`config.mk`:
```
export PLATFORM = sky130hd
export DESIGN_NAME = acts_div_cell
export DESIGN_NICKNAME = d
export VERILOG_FILES = /design/src/hw/rtl/acts_pkg.sv /design/src/hw/rtl/acts_div_cell.sv
export SDC_FILE = /design/constraint.sdc
export NUM_CORES = 1
export LEC_CHECK = 0
export ABC_AREA = 1
export BUFFER_PORTS_ARGS = -buffer_cell sky130_fd_sc_hd__buf_4
export CAP_MARGIN = 15
export CORE_ASPECT_RATIO = 1.2
export CORE_MARGIN = 2
export CORE_UTILIZATION = 25
export CTS_CLUSTER_DIAMETER = 80
export DETAILED_ROUTE_END_ITERATION = 16
export PLACE_DENSITY = 0.51
export SLEW_MARGIN = 20
export SYNTH_ARGS = -nofsm -noshare
export SYNTH_HDL_FRONTEND = slang
export SYNTH_SLANG_ARGS = --single-unit
```
`constraint.sdc`:
```
create_clock -name clk -period 2.65 [get_ports clk]
set_input_delay 0.3975 -clock clk [delete_from_list [all_inputs] [get_ports clk]]
set_output_delay 0.3975 -clock clk [all_outputs]
set_load 0.05 [all_outputs]
```
`src/hw/rtl/acts_pkg.sv`:
```
// ----------------------------------------------------------------------------
// Tilt and rate scaler package
// Shared constants, record types and the arctangent table of the angle cells.
// ----------------------------------------------------------------------------
package acts_pkg;

  localparam int SAMPLE_BITS   = 16;
  localparam int PRE_SHIFT     = 24 - SAMPLE_BITS;
  localparam int ANGLE_STAGES  = 16;
  localparam int ATAN_LEN      = 24;
  localparam int CORDIC_STAGES = (ANGLE_STAGES > ATAN_LEN) ? ATAN_LEN : ANGLE_STAGES;
  localparam int SQRT_STAGES   = 24;
  localparam int DIV_STAGES    = 25;
  localparam int SUM_W         = 48;
  localparam int XY_W          = 27;
  localparam int Z_W           = 24;
  localparam int NUM_W         = 25;
  localparam int DEN_W         = 15;
  localparam int REM_W         = 16;
  localparam int STEP_W        = 5;

  localparam logic [7:0] REG_GYRO_COUNTS  = 8'd0;
  localparam logic [7:0] REG_ACCEL_COUNTS = 8'd1;

  typedef struct packed {
    logic [SUM_W-1:0]        n;
    logic [SUM_W-1:0]        r;
    logic signed [Z_W-1:0]   y;
  } sqrt_t;

  typedef struct packed {
    logic signed [XY_W-1:0] x;
    logic signed [XY_W-1:0] y;
    logic signed [Z_W-1:0]  z;
    logic                   nz;
    logic                   rz;
    logic                   neg;
  } cordic_t;

  typedef struct packed {
    logic [NUM_W-1:0] n;
    logic [REM_W-1:0] r;
    logic [NUM_W-1:0] q;
    logic             neg;
  } div_t;

  typedef struct packed {
    logic [2:0][18:0] rate;
    logic [2:0][14:0] acc;
  } scaled_t;

  // Arctangent of 2^-i in units of 1/256 centidegree.
  function automatic logic signed [Z_W-1:0] atan_val(input logic [STEP_W-1:0] i);
    logic signed [Z_W-1:0] v;
    case (i)
      5'd0:    v = 24'sd1152000;
      5'd1:    v = 24'sd680065;
      5'd2:    v = 24'sd359328;
      5'd3:    v = 24'sd182400;
      5'd4:    v = 24'sd91554;
      5'd5:    v = 24'sd45822;
      5'd6:    v = 24'sd22916;
      5'd7:    v = 24'sd11459;
      5'd8:    v = 24'sd5730;
      5'd9:    v = 24'sd2865;
      5'd10:   v = 24'sd1432;
      5'd11:   v = 24'sd716;
      5'd12:   v = 24'sd358;
      5'd13:   v = 24'sd179;
      5'd14:   v = 24'sd90;
      5'd15:   v = 24'sd45;
      5'd16:   v = 24'sd22;
      5'd17:   v = 24'sd11;
      5'd18:   v = 24'sd6;
      5'd19:   v = 24'sd3;
      5'd20:   v = 24'sd1;
      5'd21:   v = 24'sd1;
      default: v = 24'sd0;
    endcase
    return v;
  endfunction

endpackage

```
`src/hw/rtl/acts_div_cell.sv`:
```
// ----------------------------------------------------------------------------
// Divider cell
// One quotient bit of a restoring division, registered.
// ----------------------------------------------------------------------------
module acts_div_cell (
  input  logic                              clk,
  input  logic                              en,
  input  logic [acts_pkg::DEN_W-1:0]        den,
  input  acts_pkg::div_t                    d_in,
  output acts_pkg::div_t                    d_out
);

  logic [acts_pkg::REM_W-1:0] rs;
  acts_pkg::div_t             nxt;

  always_comb begin
    rs  = {d_in.r[acts_pkg::REM_W-2:0], d_in.n[acts_pkg::NUM_W-1]};
    nxt = d_in;
    nxt.n = d_in.n << 1;
    if (rs >= {1'b0, den}) begin
      nxt.r = rs - {1'b0, den};
      nxt.q = {d_in.q[acts_pkg::NUM_W-2:0], 1'b1};
    end else begin
      nxt.r = rs;
      nxt.q = {d_in.q[acts_pkg::NUM_W-2:0], 1'b0};
    end
  end

  always_ff @(posedge clk) begin
    if (en) begin
      d_out <= nxt;
    end
  end

endmodule

```
==> results by group, run 1 <==
Drt
  – Avg Vias per Cell: 4.10
  – Iteration-0 DRC Markers: 96
  – Wire length per cell: between 10 and 15 µm
  – Vias: 2700
  – Post-Route WL: roughly 8000 µm
  – DR DRC count: 0
  – 1st-pass router iterations: 5
  – DRT antenna net count: 0

CTS
  – Post-CTS Setup Bufs: 0
  – Root Driver: clkbuf_16
  – CTS Hold Bufs: 0
  – Max Root-Sink Buffers: 2
  – TritonCTS Buffers: 9
  – CTS-repair resized insts: 0
  – Clock transition at path regs: 60 ps
  – Clock sinks: 66
  – CTS tree: built
  – H-tree Lvls: 3

STA
  – Final setup vio count: 0
  – Minimum clock period: roughly 1900 ps
  – Max Clk Rate: roughly 530 MHz
  – Fin worst setup slack: 754 ps
  – Final Max Slew Viols: 0
  – Final period util: a little under three quarters
  – Hold slack: 250 ps
  – Hold Fails Final Rpt: 0
  – Setup tns final: 0 ps
  – RSZ-0062 raised after global routing: no

Critical path
  – CP Data Arrival Time: between 1500 and 2000 ps
  – Critical Path RT: around 2700 ps
  – Critical Path End Type: flip-flop
  – Crit Path Max Fanout: 14
  – Worst setup SP type: input pin
  – Critical path class: in2reg

Yosys
  – Yosys Warn Count: 0
  – Area share of the largest cell type after synthesis: about 60%
  – Syn_nets: approximately 430
  – FF+latch count, synth: 66
  – Netlist Area Pre-Place: roughly 3300 µm²
  – Cells after Synth: between 300 and 400
  – Yosys cell types: 24
  – Leading area contributor after synthesis: edfxtp_1
  – Syn_area_per_cell: 9.87 µm²
  – Top post-synthesis cells by area: edfxtp_1 60%, nand2_1 14%, inv_1 7.1%, ha_1 5.7%, nand3_1 2.6%
  – Register area share after synthesis: between 60% and 70%

Cells and area
  – Regs by FF count: d_out x66
  – Diodes inserted: 0
  – Most common cell after layout, fill and taps aside: buf_4
  – Final core area utilization: about two fifths
  – Layout cell share with drive strength beyond 1: between 30% and 40%
  – Synth-to-layout area growth: 50.3%
  – Largest reg by FF count: d_out
  – Fill cells: approximately 1300
  – Design area: slightly below 5000 µm²
  – Final #Nets: 589
  – Max reg flops: 66
  – Commonest non-fill, non-tap cells in the layout: 148 x buf_4, 118 x nand2_1, 66 x edfxtp_1

Hold path
  – Class of the worst hold path: in2reg
  – Hold EP: d_out[43]
  – Worst hold start: d_in[42]
  – Worst hold path depth: 1

Power
  – VDD IR-drop max: 0.383 mV
  – Static leakage: roughly 2.4 nW
  – Cell Pwr Density: 719 nW/µm²

Floorplan
  – Die Area: approximately 14000 µm²
  – Top Ports: between 150 and 200
  – Row cnt: 45
  – Area of the core: approximately 13000 µm²
  – Initial Util: roughly a quarter
  – Die X: around 110 µm
  – Die Y: around 130 µm

Place
  – I/O Buffers: about 150
  – GPL Wtd Cong: 0.829
  – Placed inst area: between 4000 and 5000 µm²
  – Place WS: 379 ps
  – Placed wire-length estimate: ~6600 µm

GRT
  – Vias in the first global route: roughly 2700
  – Antenna violations before repair: 0
  – Total track usage: 11.5%
  – Largest net degree at the start of global routing: between 60 and 70
  – First-pass GRT wire length: approximately 12000 µm
  – GRT overflow: 0

Flow run
  – Maxcap violations: 0

Run status
  – Status: completed
per-layer routing:
metal	global-route usage, %	part of all wire (%)
met5	0	0
met4	4.07	1.2
met3	4.12	11
met2	22.1	52
met1	11.2	36
how the worst max path moves through the flow:
| stage | from | to | slack [ps] | cells past startpoint |
|---|---|---|---|---|
| final | den[0] | d_out[38] | 750 | 13 |
| after global routing | d_in[66] | d_out[35] | 580 | 14 |
| after CTS | den[0] | d_out[35] | 730 | 13 |
| after detailed placement | den[0] | d_out[38] | 380 | 13 |
| after global placement | den[0] | d_out[37] | 400 | 13 |
| after floorplan | d_in[66] | d_out[39] | 650 | 14 |
synth_stat cells:
library cell and instances:
nor2_1 15, conb_1 1, inv_4 1, ha_1 15
nand3_2 2, nand2_1 118, nor2_2 2, nand3b_1 2
a21oi_2 2, buf_4 1, nand4_1 2, o21ai_0 3
inv_1 62, and2_1 4, or2_0 1, fa_1 1
buf_6 2, xor2_1 6, nand2_2 2, edfxtp_1 66
or2_2 1, a21oi_1 5, nand3_1 17, nand2_4 1
final cells by class:
class                   instances  area [µm²]  area share, %
clock buffers                   9         225           4.57
clock inverters                 7         116           2.36
inverters                      63         239           4.85
multi-input cells             200        1030           20.9
flip-flops and latches         66        1980           40.2
well taps                     164         205           4.17
repair buffers                149        1130           23.0
worst max-delay path, cell delays in order:
cell and delay, ps:
buf_4 110, ha_1 210, fa_1 360, inv_1 100, nand2_1 70, nand2_1 90, nand3_2 80, nand3_2 80
nand2_2 60, nand2_4 160, inv_4 120, nand2_1 70, nand2_1 50
power by group:
group / switching [W] / internal (W) / total, W
Sequential: 0.0000259 / 0.00127 / 0.00130
Combinational: 0.000606 / 0.000299 / 0.000906
Clock: 0.000422 / 0.000918 / 0.00134
stage by stage:
stage          total power [W]  instances
6_report               0.00354        658
4_1_cts                0.00359        658
3_3_place_gp           0.00223        642
5_1_grt                0.00370        658
3_5_place_dp           0.00223        642
2_1_floorplan          0.00191        332
cell families (layout without fill, tap and decap cells):
kind of cell,count (synthesis),count (layout),synth area share [%]
and+or+nand+nor,167,167,21.5
DFF,66,66,60.5
buffers and inverters,66,228,8.21
adders and majority gates,16,16,6.34
AOI/OAI and AO/OA,10,10,1.76
xor gates and xnor gates,6,6,1.60
other,1,1,0.114
No activity file was read; power rests on OpenSTA's default activity.
==> inputs of run 2 (changes only) <==
--- a/config.mk
+++ b/config.mk
@@ -13,7 +13,7 @@
 export CORE_UTILIZATION = 25
 export CTS_CLUSTER_DIAMETER = 80
 export DETAILED_ROUTE_END_ITERATION = 16
-export PLACE_DENSITY = 0.51
+export PLACE_DENSITY = 0.53
 export SLEW_MARGIN = 20
 export SYNTH_ARGS = -nofsm -noshare
 export SYNTH_HDL_FRONTEND = slang
==> constraint.sdc (replaced) <==
create_clock -name clk -period 1.65 [get_ports clk]
set_input_delay 0.2475 -clock clk [delete_from_list [all_inputs] [get_ports clk]]
set_output_delay 0.2475 -clock clk [all_outputs]
set_load 0.05 [all_outputs]
==> results by group, run 2 (synthesized netlist as in run 1, its figures left out) <==
Hold path
  – Worst hold path depth: 1 (unchanged)
  – Worst hold start: d_in[46] (was d_in[42])
  – Hold EP: d_out[47] (was d_out[43])
  – Class of the worst hold path: in2reg (unchanged)

CTS
  – Max Root-Sink Buffers: 2 (unchanged)
  – Clock sinks: 66 (unchanged)
  – CTS tree: built (unchanged)
  – Clock transition at path regs: 60 ps (about the same)
  – Root Driver: clkbuf_16 (unchanged)
  – H-tree Lvls: 3 (unchanged)
  – TritonCTS Buffers: 9 (unchanged)

GRT
  – Vias in the first global route: 2798 (was 2691)
  – GRT overflow: 0 (unchanged)
  – Antenna violations before repair: 0 (unchanged)
  – Largest net degree at the start of global routing: 32 (was 67)
  – First-pass GRT wire length: 13200 µm (was 12400 µm)
  – Total track usage: 12.6% (was 11.5%)

Flow run
  – Maxcap violations: 0 (unchanged)

Cells and area
  – Commonest non-fill, non-tap cells in the layout: 182 x buf_4, 100 x nand2_1, 66 x edfxtp_1 (was 148 x buf_4, 118 x nand2_1, 66 x edfxtp_1)
  – Final core area utilization: 43.8% (was 38.7%)
  – Largest reg by FF count: d_out (unchanged)
  – Most common cell after layout, fill and taps aside: buf_4 (unchanged)
  – Synth-to-layout area growth: 70.1% (was 50.3%)
  – Regs by FF count: d_out x66 (unchanged)
  – Layout cell share with drive strength beyond 1: 48.7% (was 35.4%)
  – Fin cells: 704 (was 658)
  – Final #Nets: 635 (was 589)
  – Diodes inserted: 0 (unchanged)
  – Max reg flops: 66 (unchanged)

Drt
  – Wire length per cell: 12.7 µm (was 12.5 µm)
  – DR DRC count: 0 (unchanged)
  – Iteration-0 DRC Markers: 89 (was 96)
  – Post-Route WL: 8940 µm (was 8210 µm)
  – DRT antenna net count: 0 (unchanged)
  – Vias: 2878 (was 2700)
  – 1st-pass router iterations: 4 (was 5)
  – Avg Vias per Cell: 4.09 (was 4.10)

STA
  – Max Clk Rate: roughly 600 MHz
  – Minimum clock period: between 1500 and 2000 ps
  – Hold Fails Final Rpt: 0 (unchanged)
  – Fin worst setup slack: 28.7 ps (was 754 ps)
  – RSZ-0062 raised after global routing: yes (was no)
  – Final period util: between 90% and 100%
  – Final setup vio count: 0 (unchanged)
  – Final Max Slew Viols: 0 (unchanged)

Floorplan
  – Die Area: 14000 µm² (unchanged)
  – Area of the core: 12700 µm² (unchanged)
  – Top Ports: 151 (unchanged)
  – Die X: 109 µm (unchanged)
  – Die Y: 129 µm (unchanged)
  – Row cnt: 45 (unchanged)
  – Initial Util: 25.8% (unchanged)

Run status
  – Status: completed (unchanged)

Critical path
  – Crit Path Max Fanout: 6 (was 14)
  – CP Data Arrival Time: 1710 ps (was 1970 ps)
  – Critical Path End Type: flip-flop (unchanged)
  – Worst setup SP type: input pin (unchanged)
  – Critical Path RT: 1740 ps (was 2720 ps)
  – Critical path class: in2reg (unchanged)

Power
  – Static leakage: 2.71 nW (was 2.43 nW)
  – VDD IR-drop max: 0.581 mV (was 0.383 mV)
  – Cell Pwr Density: 1050 nW/µm² (was 719 nW/µm²)

Place
  – Place WS: -330 ps (was 379 ps)
  – Cell total after placement: 680 (was 642)
  – Placed wire-length estimate: 7000 µm (was 6590 µm)
  – GPL Wtd Cong: 0.832 (was 0.829)
  – I/O Buffers: 147 (unchanged)
-- run 2: cell types whose count changed in the layout (fill, tap and decap cells not counted), sizes merged --
cell	change
clkbuf	+1
bufinv	-1
clkinvlp	+1
clkinv	+1
buf	+45
inv	-1
-- run 2: critical path: stages --
cell     delay (ps)
buf_4           110
inv_2            60
ha_4            210
nand2_2          70
nand2_2          70
a21oi_2         120
nor2_1           70
nor2_2          230
nand2_8         100
buf_6           130
buf_12          130
nand3_1          90
nand2_1          60
-- run 2: metal layers --
metal	global-route usage (%)	routed length [µm]
met1	12.8	3290
met2	23.2	4830
met3	3.77	638
met4	5.88	180
met5	0	0
-- run 2: final cells by class --
type | instances | area (µm²)
Clock inverter | 7 | 92.6
Tap cell | 164 | 205
Timing Repair Buffer | 195 | 1570
Fill cell | 1245 | 7150
Sequential cell | 66 | 1980
Multi-Input combinational cell | 200 | 1230
Clock buffer | 9 | 225
Inverter | 63 | 262
-- run 2: timing repair --
action,in CTS,in global routing
gates resized for setup,0,59
endpoints found under the setup margin,0,15
hold endpoints to repair,0,0
hold buffers,0,0
setup buffers,0,7
-- run 2: through the flow --
step                      setup TNS, ps  area, µm²  total power [W]  hold slack [ps]
after CTS                             0       5270          0.00580             74.2
after global placement            -4510       4950          0.00374              426
after floorplan                   -1260       3320          0.00308              346
final                                 0       5580          0.00585             92.6
after global routing               -342       5580          0.00610             74.9
after detailed placement          -5030       4950          0.00375              427
-- run 2: worst max path at each step --
stage	startpoint	to	slack [ps]
floorplan	d_in[66]	d_out[39]	-130
global placement	d_in[66]	d_out[38]	-300
detailed placement	d_in[66]	d_out[35]	-330
CTS	d_in[66]	d_out[39]	30
global route	d_in[66]	d_out[33]	-50
finish	den[11]	d_out[40]	30
-- run 2: power breakdown --
part           internal, W  switching [W]  total (W)
Combinational     0.000685        0.00107    0.00175
Sequential         0.00204      0.0000432    0.00208
Clock              0.00132       0.000691    0.00201
Total              0.00404        0.00180    0.00585
==> inputs of run 3 (changes only) <==
--- a/config.mk
+++ b/config.mk
@@ -10,10 +10,10 @@
 export CAP_MARGIN = 15
 export CORE_ASPECT_RATIO = 1.2
 export CORE_MARGIN = 2
-export CORE_UTILIZATION = 25
+export CORE_UTILIZATION = 35
 export CTS_CLUSTER_DIAMETER = 80
 export DETAILED_ROUTE_END_ITERATION = 16
-export PLACE_DENSITY = 0.53
+export PLACE_DENSITY = 0.65
 export SLEW_MARGIN = 20
 export SYNTH_ARGS = -nofsm -noshare
 export SYNTH_HDL_FRONTEND = slang
==> results by group, run 3 (synthesized netlist as in run 1, its figures left out) <==
Critical path
  – Critical path class: in2reg (unchanged)
  – Crit-path slowest cell: nor2_2 (unchanged)
  – Worst setup SP type: input pin (unchanged)
  – CP Data Arrival Time: 1630 ps (was 1710 ps)
  – Critical Path RT: 1730 ps (was 1740 ps)
  – Critical Path End Type: flip-flop (unchanged)
  – CP dominant cell by count: nand2_1 (was nand2_2)
  – CP peak stage delay: 230 ps (about the same)
  – Crit Path Max Fanout: 7 (was 6)
  – Worst path cell trace: buf_4 > inv_2 > ha_4 > nand2_1 > nand2_2 > a21oi_2 > nor2_1 > nor2_2 > nand2_8 > buf_12 > nand2_1 > o21ai_0 (was buf_4 > inv_2 > ha_4 > nand2_2 > nand2_2 > a21oi_2 > nor2_1 > nor2_2 > nand2_8 > buf_6 > buf_12 > nand3_1 > nand2_1)

Drt
  – Wire length per cell: 13.3 µm (was 12.7 µm)
  – DR DRC count: 0 (unchanged)
  – Post-Route WL: 8690 µm (was 8940 µm)
  – DRT antenna net count: 0 (unchanged)
  – Vias: 2915 (was 2878)
  – Avg Vias per Cell: 4.48 (was 4.09)
  – Iteration-0 DRC Markers: 144 (was 89)
  – 1st-pass router iterations: 4 (unchanged)

Cells and area
  – Fin cells: 651 (was 704)
  – Largest reg by FF count: d_out (unchanged)
  – Synth-to-layout area growth: 55.8% (was 70.1%)
  – Layout cell share with drive strength beyond 1: 43.1% (was 48.7%)
  – Commonest non-fill, non-tap cells in the layout: 181 x buf_4, 111 x nand2_1, 66 x edfxtp_1 (was 182 x buf_4, 100 x nand2_1, 66 x edfxtp_1)
  – Fill cells: 786 (was 1245)
  – Regs by FF count: d_out x66 (unchanged)
  – Diodes inserted: 0 (unchanged)
  – Max reg flops: 66 (unchanged)
  – Design area: 5110 µm² (was 5580 µm²)
  – Most common cell after layout, fill and taps aside: buf_4 (unchanged)
  – Final #Nets: 626 (was 635)

CTS
  – CTS tree: built (unchanged)
  – Clock transition at path regs: 70 ps (was 60 ps)
  – Clock sinks: 66 (unchanged)
  – Root Driver: clkbuf_8 (was clkbuf_16)
  – Post-CTS Setup Bufs: 0 (unchanged)
  – Max Root-Sink Buffers: 2 (unchanged)
  – H-tree Lvls: 3 (unchanged)
  – TritonCTS Buffers: 9 (unchanged)

STA
  – RSZ-0062 raised after global routing: no (was yes)
  – Minimum clock period: 1550 ps (was 1620 ps)
  – Max Clk Rate: 646 MHz (was 617 MHz)
  – Hold Fails Final Rpt: 0 (unchanged)
  – Final period util: 93.9% (was 98.3%)
  – Hold slack: 83.6 ps (was 92.6 ps)
  – Final Max Slew Viols: 0 (unchanged)
  – Final setup vio count: 0 (unchanged)

GRT
  – Vias in the first global route: 2837 (was 2798)
  – First-pass GRT wire length: 13000 µm (was 13200 µm)
  – Antenna violations before repair: 0 (unchanged)
  – GRT overflow: 0 (unchanged)
  – Total track usage: 16.9% (was 12.6%)
  – Largest net degree at the start of global routing: 67 (was 32)

Floorplan
  – Die Y: 110 µm (was 129 µm)
  – Die X: 92.3 µm (was 109 µm)
  – Row cnt: 38 (was 45)
  – Top Ports: 151 (unchanged)
  – Area of the core: 9080 µm² (was 12700 µm²)
  – Die Area: 10200 µm² (was 14000 µm²)
  – Initial Util: 36.1% (was 25.8%)

Place
  – Placed wire-length estimate: 6850 µm (was 7000 µm)
  – Placed inst area: 4860 µm² (was 4950 µm²)
  – GPL Wtd Cong: 0.840 (was 0.832)
  – I/O Buffers: 147 (unchanged)
  – Cell total after placement: 634 (was 680)

Power
  – VDD IR-drop max: 0.374 mV (was 0.581 mV)
  – Static leakage: 2.54 nW (was 2.71 nW)
  – Cell Pwr Density: 949 nW/µm² (was 1050 nW/µm²)

Flow run
  – Maxcap violations: 0 (unchanged)

Run status
  – Status: completed (unchanged)

Hold path
  – Class of the worst hold path: in2reg (unchanged)
run 3: power breakdown:
group / switching [W] / internal (W)
combinational: 0.00103 / 0.000607
clock: 0.000593 / 0.000531
sequential: 0.0000479 / 0.00204
run 3: area by class of cell:
class                           instances  area, µm²  share of cell area, %
Clock inverter                          6       33.8                  0.661
Timing Repair Buffer                  185       1420                   27.8
Sequential cell                        66       1980                   38.8
Multi-Input combinational cell        200       1120                   22.0
Inverter                               63        262                   5.12
Tap cell                              120        150                   2.94
Clock buffer                           10        128                   2.50
Timing Repair inverter                  1       8.76                  0.171
run 3: final timing paths:
path,from,to,slack [ps],cells after the start
setup / recovery,den[9],d_out[26],100,12
hold / removal,d_in[54],d_out[55],80,1
run 3: worst max-delay path: cells and delay by family:
| family | cells | cell delay [ps] |
|---|---|---|
| compound gates | 2 | 250 |
| fa+ha+maj | 1 | 210 |
| buf+inv | 3 | 330 |
| simple gates | 6 | 600 |
run 3: repair_timing:
item                                    4_1_cts  5_1_grt
hold buffers                                  0        0
resized for setup                             0       18
endpoints found under the setup margin        0       12
run 3: through the flow:
stage                     setup slack, ps  setup TNS [ps]  utilization [%]  power [W]
after global routing                 6.45               0             56.3    0.00508
final                                 101               0             56.3    0.00485
after global placement               -255           -3950             53.5    0.00371
after floorplan                      -135           -1260                -    0.00308
after detailed placement             -293           -4500             53.5    0.00374
after CTS                            78.6               0             55.3    0.00486
run 3: metal layers:
layer,global-route usage [%],part of all wire (%),up-vias
li1,-,-,1445
met1,17.2,37,1313
met2,30.9,51,132
met3,5.23,8.7,25
met4,9.59,3.8,0
met5,0,0,-
