### config.mk
export PLATFORM = sky130hd
export DESIGN_NAME = acts_sqrt_cell
export DESIGN_NICKNAME = d
export VERILOG_FILES = /design/src/hw/rtl/acts_pkg.sv /design/src/hw/rtl/acts_sqrt_cell.sv
export SDC_FILE = /design/constraint.sdc
export NUM_CORES = 1
export LEC_CHECK = 0
export ABC_AREA = 1
export BUFFER_PORTS_ARGS = -buffer_cell sky130_fd_sc_hd__buf_4
export CORE_MARGIN = 2
export CORE_UTILIZATION = 59
export CTS_BUF_LIST = sky130_fd_sc_hd__clkbuf_8
export CTS_CLUSTER_DIAMETER = 100
export DETAILED_ROUTE_END_ITERATION = 7
export HOLD_SLACK_MARGIN = 0.05
export PLACE_DENSITY = 0.95
export SLEW_MARGIN = 30
export SYNTH_ARGS = -nofsm -noshare
export SYNTH_HDL_FRONTEND = slang
export SYNTH_SLANG_ARGS = --single-unit
export TNS_END_PERCENT = 10
### constraint.sdc
create_clock -name clk -period 5.6 [get_ports clk]
set_input_delay 0.84 -clock clk [delete_from_list [all_inputs] [get_ports clk]]
set_output_delay 0.84 -clock clk [all_outputs]
set_load 0.01 [all_outputs]
### src/hw/rtl/acts_pkg.sv
// ----------------------------------------------------------------------------
// Tilt and rate scaler package
// Shared constants, record types and the arctangent table of the angle cells.
// ----------------------------------------------------------------------------
package acts_pkg;

  localparam int SAMPLE_BITS   = 16;
  localparam int PRE_SHIFT     = 24 - SAMPLE_BITS;
  localparam int ANGLE_STAGES  = 16;
  localparam int ATAN_LEN      = 24;
  localparam int CORDIC_STAGES = (ANGLE_STAGES > ATAN_LEN) ? ATAN_LEN : ANGLE_STAGES;
  localparam int SQRT_STAGES   = 24;
  localparam int DIV_STAGES    = 25;
  localparam int SUM_W         = 48;
  localparam int XY_W          = 27;
  localparam int Z_W           = 24;
  localparam int NUM_W         = 25;
  localparam int DEN_W         = 15;
  localparam int REM_W         = 16;
  localparam int STEP_W        = 5;

  localparam logic [7:0] REG_GYRO_COUNTS  = 8'd0;
  localparam logic [7:0] REG_ACCEL_COUNTS = 8'd1;

  typedef struct packed {
    logic [SUM_W-1:0]        n;
    logic [SUM_W-1:0]        r;
    logic signed [Z_W-1:0]   y;
  } sqrt_t;

  typedef struct packed {
    logic signed [XY_W-1:0] x;
    logic signed [XY_W-1:0] y;
    logic signed [Z_W-1:0]  z;
    logic                   nz;
    logic                   rz;
    logic                   neg;
  } cordic_t;

  typedef struct packed {
    logic [NUM_W-1:0] n;
    logic [REM_W-1:0] r;
    logic [NUM_W-1:0] q;
    logic             neg;
  } div_t;

  typedef struct packed {
    logic [2:0][18:0] rate;
    logic [2:0][14:0] acc;
  } scaled_t;

  // Arctangent of 2^-i in units of 1/256 centidegree.
  function automatic logic signed [Z_W-1:0] atan_val(input logic [STEP_W-1:0] i);
    logic signed [Z_W-1:0] v;
    case (i)
      5'd0:    v = 24'sd1152000;
      5'd1:    v = 24'sd680065;
      5'd2:    v = 24'sd359328;
      5'd3:    v = 24'sd182400;
      5'd4:    v = 24'sd91554;
      5'd5:    v = 24'sd45822;
      5'd6:    v = 24'sd22916;
      5'd7:    v = 24'sd11459;
      5'd8:    v = 24'sd5730;
      5'd9:    v = 24'sd2865;
      5'd10:   v = 24'sd1432;
      5'd11:   v = 24'sd716;
      5'd12:   v = 24'sd358;
      5'd13:   v = 24'sd179;
      5'd14:   v = 24'sd90;
      5'd15:   v = 24'sd45;
      5'd16:   v = 24'sd22;
      5'd17:   v = 24'sd11;
      5'd18:   v = 24'sd6;
      5'd19:   v = 24'sd3;
      5'd20:   v = 24'sd1;
      5'd21:   v = 24'sd1;
      default: v = 24'sd0;
    endcase
    return v;
  endfunction

endpackage

### src/hw/rtl/acts_sqrt_cell.sv
// ----------------------------------------------------------------------------
// Square root cell
// One digit step of the integer square root, registered.
// ----------------------------------------------------------------------------
module acts_sqrt_cell (
  input  logic                              clk,
  input  logic                              en,
  input  logic [acts_pkg::STEP_W-1:0]       step,
  input  acts_pkg::sqrt_t                   d_in,
  output acts_pkg::sqrt_t                   d_out
);

  logic [acts_pkg::SUM_W-1:0] bitv;
  logic [acts_pkg::SUM_W-1:0] trial;
  acts_pkg::sqrt_t            nxt;

  always_comb begin
    bitv  = acts_pkg::SUM_W'(1) << (6'(acts_pkg::SUM_W - 2) - {step, 1'b0});
    trial = d_in.r + bitv;
    nxt   = d_in;
    if (d_in.n >= trial) begin
      nxt.n = d_in.n - trial;
      nxt.r = (d_in.r >> 1) + bitv;
    end else begin
      nxt.r = d_in.r >> 1;
    end
  end

  always_ff @(posedge clk) begin
    if (en) begin
      d_out <= nxt;
    end
  end

endmodule

==> results of run 1 <==
[layer usage]
metal | up-vias | part of all wire | wire length, um | global-route usage
met5 | - | 0 | 0 | 0
met4 | 0 | 0.046 | 2540 | 0.170
met3 | 201 | 0.17 | 9150 | 0.157
met2 | 1406 | 0.40 | 22200 | 0.626
met1 | 7539 | 0.39 | 21300 | 0.575
li1 | 7963 | - | - | -
[what timing repair did]
| action | 4_1_cts | 5_1_grt |
|---|---|---|
| resized for setup | 0 | 1 |
| hold buffers | 0 | 0 |
| endpoints found under the setup margin | 0 | 3 |
[worst max-delay path, stage by stage]
cell and delay [ns]:
buf_4 0.12, nand3_1 0.21, nor2_1 0.26, ha_1 0.32
nand2_1 0.10, o21ai_2 0.37, a21oi_1 0.20, o21ai_1 0.53
nand3_1 0.23, nand3_1 0.13, nand2_1 0.12, ha_1 0.42
a21oi_1 0.20, o21ai_0 0.20, nand2_1 0.11, nand3_1 0.11
a21oi_1 0.27, nand4_4 0.19, buf_12 0.22, nor2_1 0.20
a21oi_1 0.07
[path summary, 6_finish.rpt]
check / from / to / slack (ns) / depth (start not counted)
setup / recovery: step[2] / d_out[92] / 0.37 / 21
hold / removal: d_in[1] / d_out[1] / 0.52 / 1
[power breakdown]
| group | internal [mW] | switching [mW] |
|---|---|---|
| Clock | 0.380 | 0.528 |
| Combinational | 0.457 | 0.765 |
| Sequential | 1.13 | 0.0370 |
[through the flow]
stage                     std cells  setup WS [ns]  area [um2]  total power [mW]
after floorplan                2254           1.34       14000              1.86
after global placement         2805          0.168       16200              2.34
after detailed placement       2805         0.0114       16200              2.36
after CTS                      2837          0.511       16600              3.25
after global routing           2837         0.0566       16600              3.42
final                          2837          0.371       16600              3.30
[final cells by class]
class	count	area, um2
Timing Repair Buffer	256	1950
Clock inverter	15	175
Inverter	332	1250
Sequential cell	120	3600
Fill cell	2088	6790
Multi-Input combinational cell	1778	9000
Tap cell	319	399
Clock buffer	17	234
[placed cells by master, fill, tap and decap left out, types with 7 or more instances in the layout]
cell | Yosys | layout
nand2_1 | 608 | 608
nor2_1 | 342 | 342
inv_1 | 328 | 328
buf_4 | 4 | 254
a21oi_1 | 163 | 162
nand3_1 | 155 | 155
o21ai_0 | 142 | 142
edfxtp_1 | 120 | 120
ha_1 | 94 | 94
nand4_1 | 62 | 62
nor3_1 | 34 | 34
nand3b_1 | 32 | 32
xnor2_1 | 30 | 30
xor2_1 | 28 | 28
clkbuf_8 | 0 | 17
o21bai_1 | 10 | 10
o21ai_1 | 8 | 8
a21o_1 | 8 | 8
inv_8 | 0 | 7
[cell families after synthesis]
logic type,after synthesis,share of synthesized area
simple gates,1261,0.381
flops,120,0.257
fa+ha+maj,95,0.0854
buf+inv,356,0.100
compound gates,364,0.139
xor+xnor,58,0.0363
==> results.md, run 1 <==
* Nets at 2727
* Vias in the first global route at approximately 15000
* Pwr per Cell Area at around 200 nW/um2
* Worst hold slack at between 0.5 and 0.6 ns
* CTS Sinks at 120
* Final slew viol count at 0
* Minimum clock period after layout at 5.23 ns
* Synth cell types at 43
* Setup crit end kind: flop
* Post-DP HPWL at roughly 45000 um
* DR WL/cell at ~20 um
* TritonCTS clock tree: yes
* GR Util All Layers at 0.429
* P&R area growth vs syn at 18.6%
* Share of layout cells above drive strength 1 at 0.125
* Post-synthesis async set-or-reset flop share at 0
* Clk slew on worst S/H paths at 0.10 ns
* Final core utilization at 0.710
* Setup-failing EPs final at 0
* First-pass GRT wire length at 81400 um
* Largest net degree at the start of global routing at about 80
* Top Registers: d_out (120)
* Total number of vias at 17100
* Synth Flop Type: edfxtp_1
* Failing checks: design-rule violations
* Synth area leader: edfxtp_1
* Number of synthesized flops with an enable pin at 120
* Die W at 158 um
* Status: finished with violations
* Antenna-violating nets left at 0
* Most frequent cell after synthesis: nand2_1
* Fin crit share at 0.934
* Cell area after synthesis at 14000 um2
* Final wirelength at 55200 um
* Yosys reg bits at 120
* Worst slew margin at 0.343
* Top reg by flops: d_out
* Mean Syn Cell Area at 6.21 um2
* Crit path DAT at about 5.5 ns
* I/O Buffers at between 200 and 250
* Cts bufs inserted at 17
* I/O pins at about 250
* Initial antenna violation count at 0
* H-Tree Depth at 4
* CP max FO at 60
* Unrepaired setup endpoints after global routing: no
* Top post-synthesis cells by area: edfxtp_1, nand2_1, nor2_1
* Worst slew pin tran at 0.986 ns
* CORE AREA at 23400 um2
* Fin. Hold Viols at 0
* Fmax at 191 MHz
* Maximum vdd drop at 0.000138 V
* Avg Vias per Cell at roughly 6.0
* Setup TNS at 0 ns
* Register area share after synthesis at 0.257
* Hold/Removal Path Class: in2reg
* Top cell type's share of synthesized area at 0.257
* Iter 0 DRT Violations at 2355
* Synthesis Warnings at 0
* Syn Nets at 2476
* CTS Buffer Depth at 2
* Root buffer cell: clkbuf_8
* Chip height at 158 um
* Top cells by instance count after synthesis: nand2_1, nor2_1, inv_1
* Postcts setup bufs at 0
* Grt total ovfl at 0
* First-pass DRT Iterations at 8
* CP Class: in2reg
* Starting Density at 0.598
* Type of origin of the critical path: primary input
* Residual DRC count at 1
* Antenna diodes at 0
* Die Area at 25000 um2
* Routability cong. at 1.17
* Max reg flops at 120
* Row Count at 56
* Max capacitance violation total at 0
* Leak Pwr at 7.59 nW
* Syn Inst Count at around 2300
* Req. time, crit path at slightly below 6 ns
(Power assumes the default switching activity.)
==> run 2, diff against run 1 <==
==> constraint.sdc (replaced) <==
create_clock -name clk -period 5.6 [get_ports clk]
set_input_delay 0.56 -clock clk [delete_from_list [all_inputs] [get_ports clk]]
set_output_delay 0.56 -clock clk [all_outputs]
set_load 0.01 [all_outputs]
==> run 2 against run 1 <==
  * Critical path type unchanged
  * Critical path depth grew 6
  * The run still ends with design-rule violations left
  * Clock power fell by 7.0%
  * Sequential power hardly changed
  * Final area down 0.29%
  * Die area is the same
  * Highest routed layer is now met5
  * Largest power group unchanged
==> results.md, run 2 (synthesis gave the netlist of run 1 again) <==
* Int Power at 1.91 mW (was 1.96 mW)
* CP delay by family, top: simple AND/OR/NAND/NOR gates (was compound AO/OA/AOI/OAI gates)
* Setup crit end kind: flop (unchanged)
* Total number of vias at 16900 (was 17100)
* CP max FO at 8 (was 60)
* CORE AREA at 23400 um2 (unchanged)
* Storage element area at 3600 um2 (unchanged)
* Req. time, crit path at 5.83 ns (was 5.84 ns)
* Postcts setup bufs at 0 (unchanged)
* Critical Path Max Stage Delay at 0.73 ns (was 0.53 ns)
* Hold/Removal Path Class: in2reg (unchanged)
* Most common cell after layout, fill and taps aside: nand2_1 (unchanged)
* Type of origin of the critical path: primary input (unchanged)
* Die Area at 25000 um2 (unchanged)
* Clk slew on worst S/H paths at 0.10 ns (about the same)
* Residual DRC count at 1 (unchanged)
* Row Count at 56 (unchanged)
* CTS Buffer Depth at 2 (unchanged)
* Top Registers: d_out (120) (unchanged)
* Initial antenna violation count at 1 (was 0)
* I/O Buffers at 246 (unchanged)
* Worst slew pin tran at 0.903 ns (was 0.986 ns)
* Final core utilization at 0.708 (was 0.710)
* Largest net degree at the start of global routing at 99 (was 81)
* Iter 0 DRT Violations at 2343 (was 2355)
* Maximum vdd drop at 0.000156 V (was 0.000138 V)
* Chip height at 158 um (unchanged)
* I/O pins at 247 (unchanged)
* Setup-failing EPs final at 0 (unchanged)
* GR Util All Layers at 0.428 (was 0.429)
* P&R area growth vs syn at 18.3% (was 18.6%)
* First-pass GRT wire length at 81300 um (was 81400 um)
* Unrepaired setup endpoints after global routing: no (unchanged)
* Comb pwr share at 0.379 (was 0.371)
* Leak Pwr at 7.57 nW (was 7.59 nW)
* Crit path DAT at 5.29 ns (was 5.46 ns)
* CTS Sinks at 120 (unchanged)
* Routability cong. at 1.15 (was 1.17)
* Crit path buf inv count at 3 (was 2)
* Reg power frac at 0.360 (was 0.354)
* Worst slew margin at 0.398 (was 0.343)
* Minimum clock period after layout at 5.05 ns (was 5.23 ns)
* Commonest cells after routing, fill and taps aside: nand2_1, nor2_1, inv_1 (unchanged)
* Avg Vias per Cell at 5.96 (was 6.03)
* Vias in the first global route at 15000 (about the same)
* Starting Density at 0.598 (unchanged)
* P_sw at 1.31 mW (was 1.33 mW)
* Root buffer cell: clkbuf_8 (unchanged)
* # fillers at 2126 (was 2088)
* Multi-input logic area at 9000 um2 (about the same)
* First-pass DRT Iterations at 8 (unchanged)
* TritonCTS clock tree: yes (unchanged)
* H-Tree Depth at 4 (unchanged)
* CTS resizes at 0 (unchanged)
* Pwr per Cell Area at 195 nW/um2 (was 198 nW/um2)
* CP max-delay cell: nor4_1 (was o21ai_1)
* Max reg flops at 120 (unchanged)
* Cts bufs inserted at 17 (unchanged)
* Final slew viol count at 0 (unchanged)
* CP Class: in2reg (unchanged)
* Die W at 158 um (unchanged)
* Most frequent CP cell: nand2_1
* Post-DP HPWL at 44700 um (was 45100 um)
* Failing checks: design-rule violations (unchanged)
* Top reg by flops: d_out (unchanged)
* Fin. Hold Viols at 0 (unchanged)
* Antenna diodes at 0 (unchanged)
* Hold bufs inserted after CTS at 0 (unchanged)
* Status: finished with violations (unchanged)
* Grt total ovfl at 0 (unchanged)
* Fin crit share at 0.902 (was 0.934)
* Share of layout cells above drive strength 1 at 0.124 (was 0.125)
* Clock Power Share at 0.262 (was 0.276)
* Setup TNS at 0 ns (unchanged)
* Switching part of the total power at 0.406 (was 0.404)
* Final wirelength at 54300 um (was 55200 um)
* Nets at 2725 (was 2727)
* Max capacitance violation total at 0 (unchanged)
* Antenna-violating nets left at 0 (unchanged)
* DR WL/cell at 19.2 um (was 19.4 um)
* Fmax at 198 MHz (was 191 MHz)
run 2: cell types whose count changed in the layout (fill, tap and decap cells not counted):
cell       previous run  this run
clkinv_8              1         0
clkinv_4              0         2
a21oi_1             162       163
a21oi_2               3         2
buf_4               254       252
bufinv_16             1         0
run 2: layout make-up:
class / instances / area share
clock buffer: 17 / 0.0141
clock inverter: 15 / 0.00884
inverter: 332 / 0.0752
multi-input combinational: 1778 / 0.543
sequential: 120 / 0.218
tap: 319 / 0.0241
timing repair buffer: 254 / 0.117
run 2: path summary, 6_finish.rpt:
kind,from,slack (ns),cells after the start,to
worst max-delay path,step[3],0.55,27,d_out[109]
worst min-delay path,d_in[12],0.24,1,d_out[12]
run 2: power groups by stage:
stage | sequential (mW) | clock (mW) | combinational, mW
floorplan | 1.24 | 0 | 0.623
global placement | 1.18 | 0 | 1.16
detailed placement | 1.18 | 0 | 1.18
CTS | 1.16 | 0.835 | 1.18
global route | 1.17 | 0.861 | 1.31
finish | 1.16 | 0.844 | 1.22
run 2: through the flow:
step	cell area [um2]	cells	hold slack [ns]	power, mW	setup WS, ns
after CTS	16600	2835	0.240	3.18	0.764
after global placement	16200	2803	0.739	2.34	0.343
after floorplan	14000	2254	0.659	1.86	1.62
final	16600	2835	0.242	3.22	0.548
after detailed placement	16200	2803	0.740	2.36	0.269
after global routing	16600	2835	0.241	3.35	0.325
run 2: routing by layer:
metal,share of wire,global-route usage
met1,0.40,0.586
met2,0.40,0.619
met3,0.17,0.154
met4,0.040,0.152
met5,0.00022,0
==> run 3, diff against run 2 <==
Settings changed: ABC_AREA 1 to not set, CORE_UTILIZATION 59 to 57.
==> run 3 against run 2 <==
  * The flow still finishes with violations (design-rule violations)
  * Area after synthesis fell by 23%
  * Worst hold slack better by 0.027 ns
  * Via count is 36% lower
  * Sequential share of layout area is 4.4 points higher
  * Routed wire length is 39% lower
  * Sequential power barely moved
  * Die area decreased by 19%
  * Synthesized cell count decreased by 47%
  * Total power fell by 3.4%
  * Cell count decreased by 39%
  * Critical path type unchanged
  * Highest routed layer is now met4
==> results.md, run 3 <==
* Status: finished with violations (unchanged)
* Failing checks: design-rule violations (unchanged)
* H-Tree Depth at 4 (unchanged)
* Hold wc startpoint: d_in[0] (was d_in[12])
* Register area share after synthesis at 0.333 (was 0.257)
* Commonest cells after routing, fill and taps aside: buf_4, nand2_1, edfxtp_1 (was nand2_1, nor2_1, inv_1)
* I/O Buffers at 246 (unchanged)
* Max capacitance violation total at 0 (unchanged)
* Setup TNS at 0 ns (unchanged)
* CTS Sinks at 120 (unchanged)
* Maximum vdd drop at 0.000148 V (was 0.000156 V)
* Setup crit end kind: flop (unchanged)
* Root buffer cell: clkbuf_8 (unchanged)
* CP Class: in2reg (unchanged)
* Synthesis Warnings at 0 (unchanged)
* Starting Density at 0.579 (was 0.598)
* Initial antenna violation count at 1 (unchanged)
* Clk slew on worst S/H paths at 0.08 ns (was 0.10 ns)
* Iter 0 DRT Violations at 1444 (was 2343)
* Antenna-violating nets left at 0 (unchanged)
* Comb pwr share at 0.356 (was 0.379)
* Met2 wire len at 15100 um (was 21700 um)
* Number of synthesized flops with an enable pin at 120 (unchanged)
* CORE AREA at 18700 um2 (was 23400 um2)
* CP max FO at 22 (was 8)
* P&R area growth vs syn at 27.2% (was 18.3%)
* Hold Path End: d_out[0] (was d_out[12])
* Reg power frac at 0.373 (was 0.360)
* Worst slew margin at 0.447 (was 0.398)
* Fin. Hold Viols at 0 (unchanged)
* Synth area leader: edfxtp_1 (unchanged)
* Share of layout cells above drive strength 1 at 0.263 (was 0.124)
* Top cells by instance count after synthesis: nand2_1, edfxtp_1, o21ai_0 (was nand2_1, nor2_1, inv_1)
* Die Area at 20100 um2 (was 25000 um2)
* Top Registers: d_out (120) (unchanged)
* Worst slew pin tran at 0.830 ns (was 0.903 ns)
* Hold/Removal Path Class: in2reg (unchanged)
* Routability cong. at 0.986 (was 1.15)
* Row Count at 50 (was 56)
* P_sw at 1.05 mW (was 1.31 mW)
* Synth Flop Type: edfxtp_1 (unchanged)
* Top cell type's share of synthesized area at 0.333 (was 0.257)
* Residual DRC count at 3 (was 1)
* Final slew viol count at 0 (unchanged)
* Syn Inst Count at 1193 (was 2254)
* Fmax at 187 MHz (was 198 MHz)
* Chip height at 142 um (was 158 um)
* I/O pins at 247 (unchanged)
* Crit path DAT at 5.55 ns (was 5.29 ns)
* Type of origin of the critical path: primary input (unchanged)
* Minimum clock period after layout at 5.34 ns (was 5.05 ns)
* Vias in the first global route at 10400 (was 15000)
* Cell area after synthesis at 10800 um2 (was 14000 um2)
* Mean Syn Cell Area at 9.08 um2 (was 6.21 um2)
* Largest net degree at the start of global routing at 62 (was 99)
* Most common cell after layout, fill and taps aside: buf_4 (was nand2_1)
* Synth cell types at 86 (was 43)
* Top post-synthesis cells by area: edfxtp_1, ha_1, xor2_1 (was edfxtp_1, nand2_1, nor2_1)
* WL met3 at 3180 um (was 8970 um)
* Switching part of the total power at 0.337 (was 0.406)
* Met1 wire length at 13700 um (was 21500 um)
* Int Power at 2.06 mW (was 1.91 mW)
* Top reg by flops: d_out (unchanged)
* Avg Vias per Cell at 6.20 (was 5.96)
* Worst hold path depth at 1 (unchanged)
* Nets at 1717 (was 2725)
* Post-DP HPWL at 25900 um (was 44700 um)
* Die W at 142 um (was 158 um)
* First-pass DRT Iterations at 8 (unchanged)
* Unrepaired setup endpoints after global routing: no (unchanged)
* Setup-failing EPs final at 0 (unchanged)
* Final core utilization at 0.737 (was 0.708)
* Clock Power Share at 0.272 (was 0.262)
* TritonCTS clock tree: yes (unchanged)
* First-pass GRT wire length at 52300 um (was 81300 um)
* Pwr per Cell Area at 226 nW/um2 (was 195 nW/um2)
* Hold bufs inserted after CTS at 0 (unchanged)
* Fin crit share at 0.954 (was 0.902)
* Req. time, crit path at 5.81 ns (was 5.83 ns)
* GR Util All Layers at 0.326 (was 0.428)
* Max reg flops at 120 (unchanged)
* Total Power at 3.11 mW (was 3.22 mW)
* Total number of vias at 10800 (was 16900)
* Grt total ovfl at 0 (unchanged)
* Final wirelength at 33400 um (was 54300 um)
* CTS Buffer Depth at 2 (unchanged)
* Max layer used: met4 (was met5)
* Syn Nets at 1415 (was 2476)
* Yosys reg bits at 120 (unchanged)
* Leak Pwr at 5.88 nW (was 7.57 nW)
* Cts bufs inserted at 17 (unchanged)
* DR WL/cell at 19.1 um (was 19.2 um)
* Post-synthesis async set-or-reset flop share at 0 (unchanged)
* Most frequent cell after synthesis: nand2_1 (unchanged)
* Postcts setup bufs at 0 (unchanged)
run 3: changes by cell type after synthesis, sizes merged, moves of 33 or more:
cell   delta
nand2   -458
inv     -305
nor2    -251
nand3   -143
a21oi    -92
xor2     +42
nand4    -40
a31oi    +35
xnor2    +35
o21ai    -33
run 3: worst max-delay path by stage:
stage | slack (ns) | endpoint | start | depth (start not counted)
finish | 0.26 | d_out[117] | step[2] | 26
global route | 0.02 | d_out[117] | step[2] | 26
CTS | 0.28 | d_out[110] | step[2] | 25
detailed placement | -0.09 | d_out[112] | step[2] | 25
global placement | 0.10 | d_out[84] | step[2] | 25
floorplan | 0.28 | d_out[109] | step[1] | 26
run 3: cell families (layout without fill, tap and decap cells):
logic type,after synthesis,after routing,share of synthesized area
AO/OA/AOI/OAI,378,378,0.235
other,0,1,0
multiplexers,10,10,0.0103
AND/OR/NAND/NOR,390,390,0.171
XOR/XNOR,135,135,0.111
adder cells (fa/ha/maj),99,99,0.114
flip-flops,120,120,0.333
buffers and inverters,61,376,0.0259
run 3: worst max-delay path: stages:
cell      delay (ns)
buf_4           0.14
or3b_4          0.46
nor2_1          0.19
ha_1            0.22
nand4_1         0.16
nor4_1          0.38
nand4_1         0.18
and2_1          0.23
o21ai_2         0.19
a21boi_1        0.11
o21bai_1        0.20
a21oi_1         0.11
xor2_1          0.16
ha_1            0.30
a21o_1          0.17
a21o_1          0.18
a21oi_1         0.19
o21bai_1        0.10
a21oi_1         0.14
o21ai_0         0.09
a21o_1          0.21
a31oi_4         0.21
buf_4           0.30
buf_4           0.19
nor2b_1         0.13
nor3_1          0.07
run 3: power groups by stage:
stage,clock network [mW],logic (mW),registers (mW)
2_1_floorplan,0,0.537,1.23
3_3_place_gp,0,1.05,1.18
3_5_place_dp,0,1.08,1.18
4_1_cts,0.850,1.09,1.16
5_1_grt,0.887,1.19,1.17
6_report,0.845,1.11,1.16
run 3: cell type report:
class	instances	area (um2)
antenna	1	2.50
clock buffer	17	234
clock inverter	15	176
fill	1349	4930
inverter	27	101
multi-input combinational	1012	6960
sequential	120	3600
tap	234	293
timing repair buffer	317	2410
run 3: metal layers:
layer  track usage  vias up
li1              -     5048
met1         0.446     4927
met2         0.514      724
met3        0.0452      116
met4         0.154        0
met5             0        -
run 3: metrics by stage:
step	instances	cell area, um2	hold slack [ns]	worst slack (ns)
2_1_floorplan	1193	10800	0.659	0.275
3_3_place_gp	1710	13400	0.738	0.103
3_5_place_dp	1710	13400	0.740	-0.0858
5_1_grt	1742	13800	0.267	0.0160
6_report	1743	13800	0.269	0.259
4_1_cts	1742	13800	0.255	0.284
run 3: what timing repair did:
| item | in CTS | in global routing |
|---|---|---|
| endpoints found under the setup margin | 0 | 2 |
| hold endpoints to repair | 0 | 0 |
| gates resized for setup | 0 | 1 |
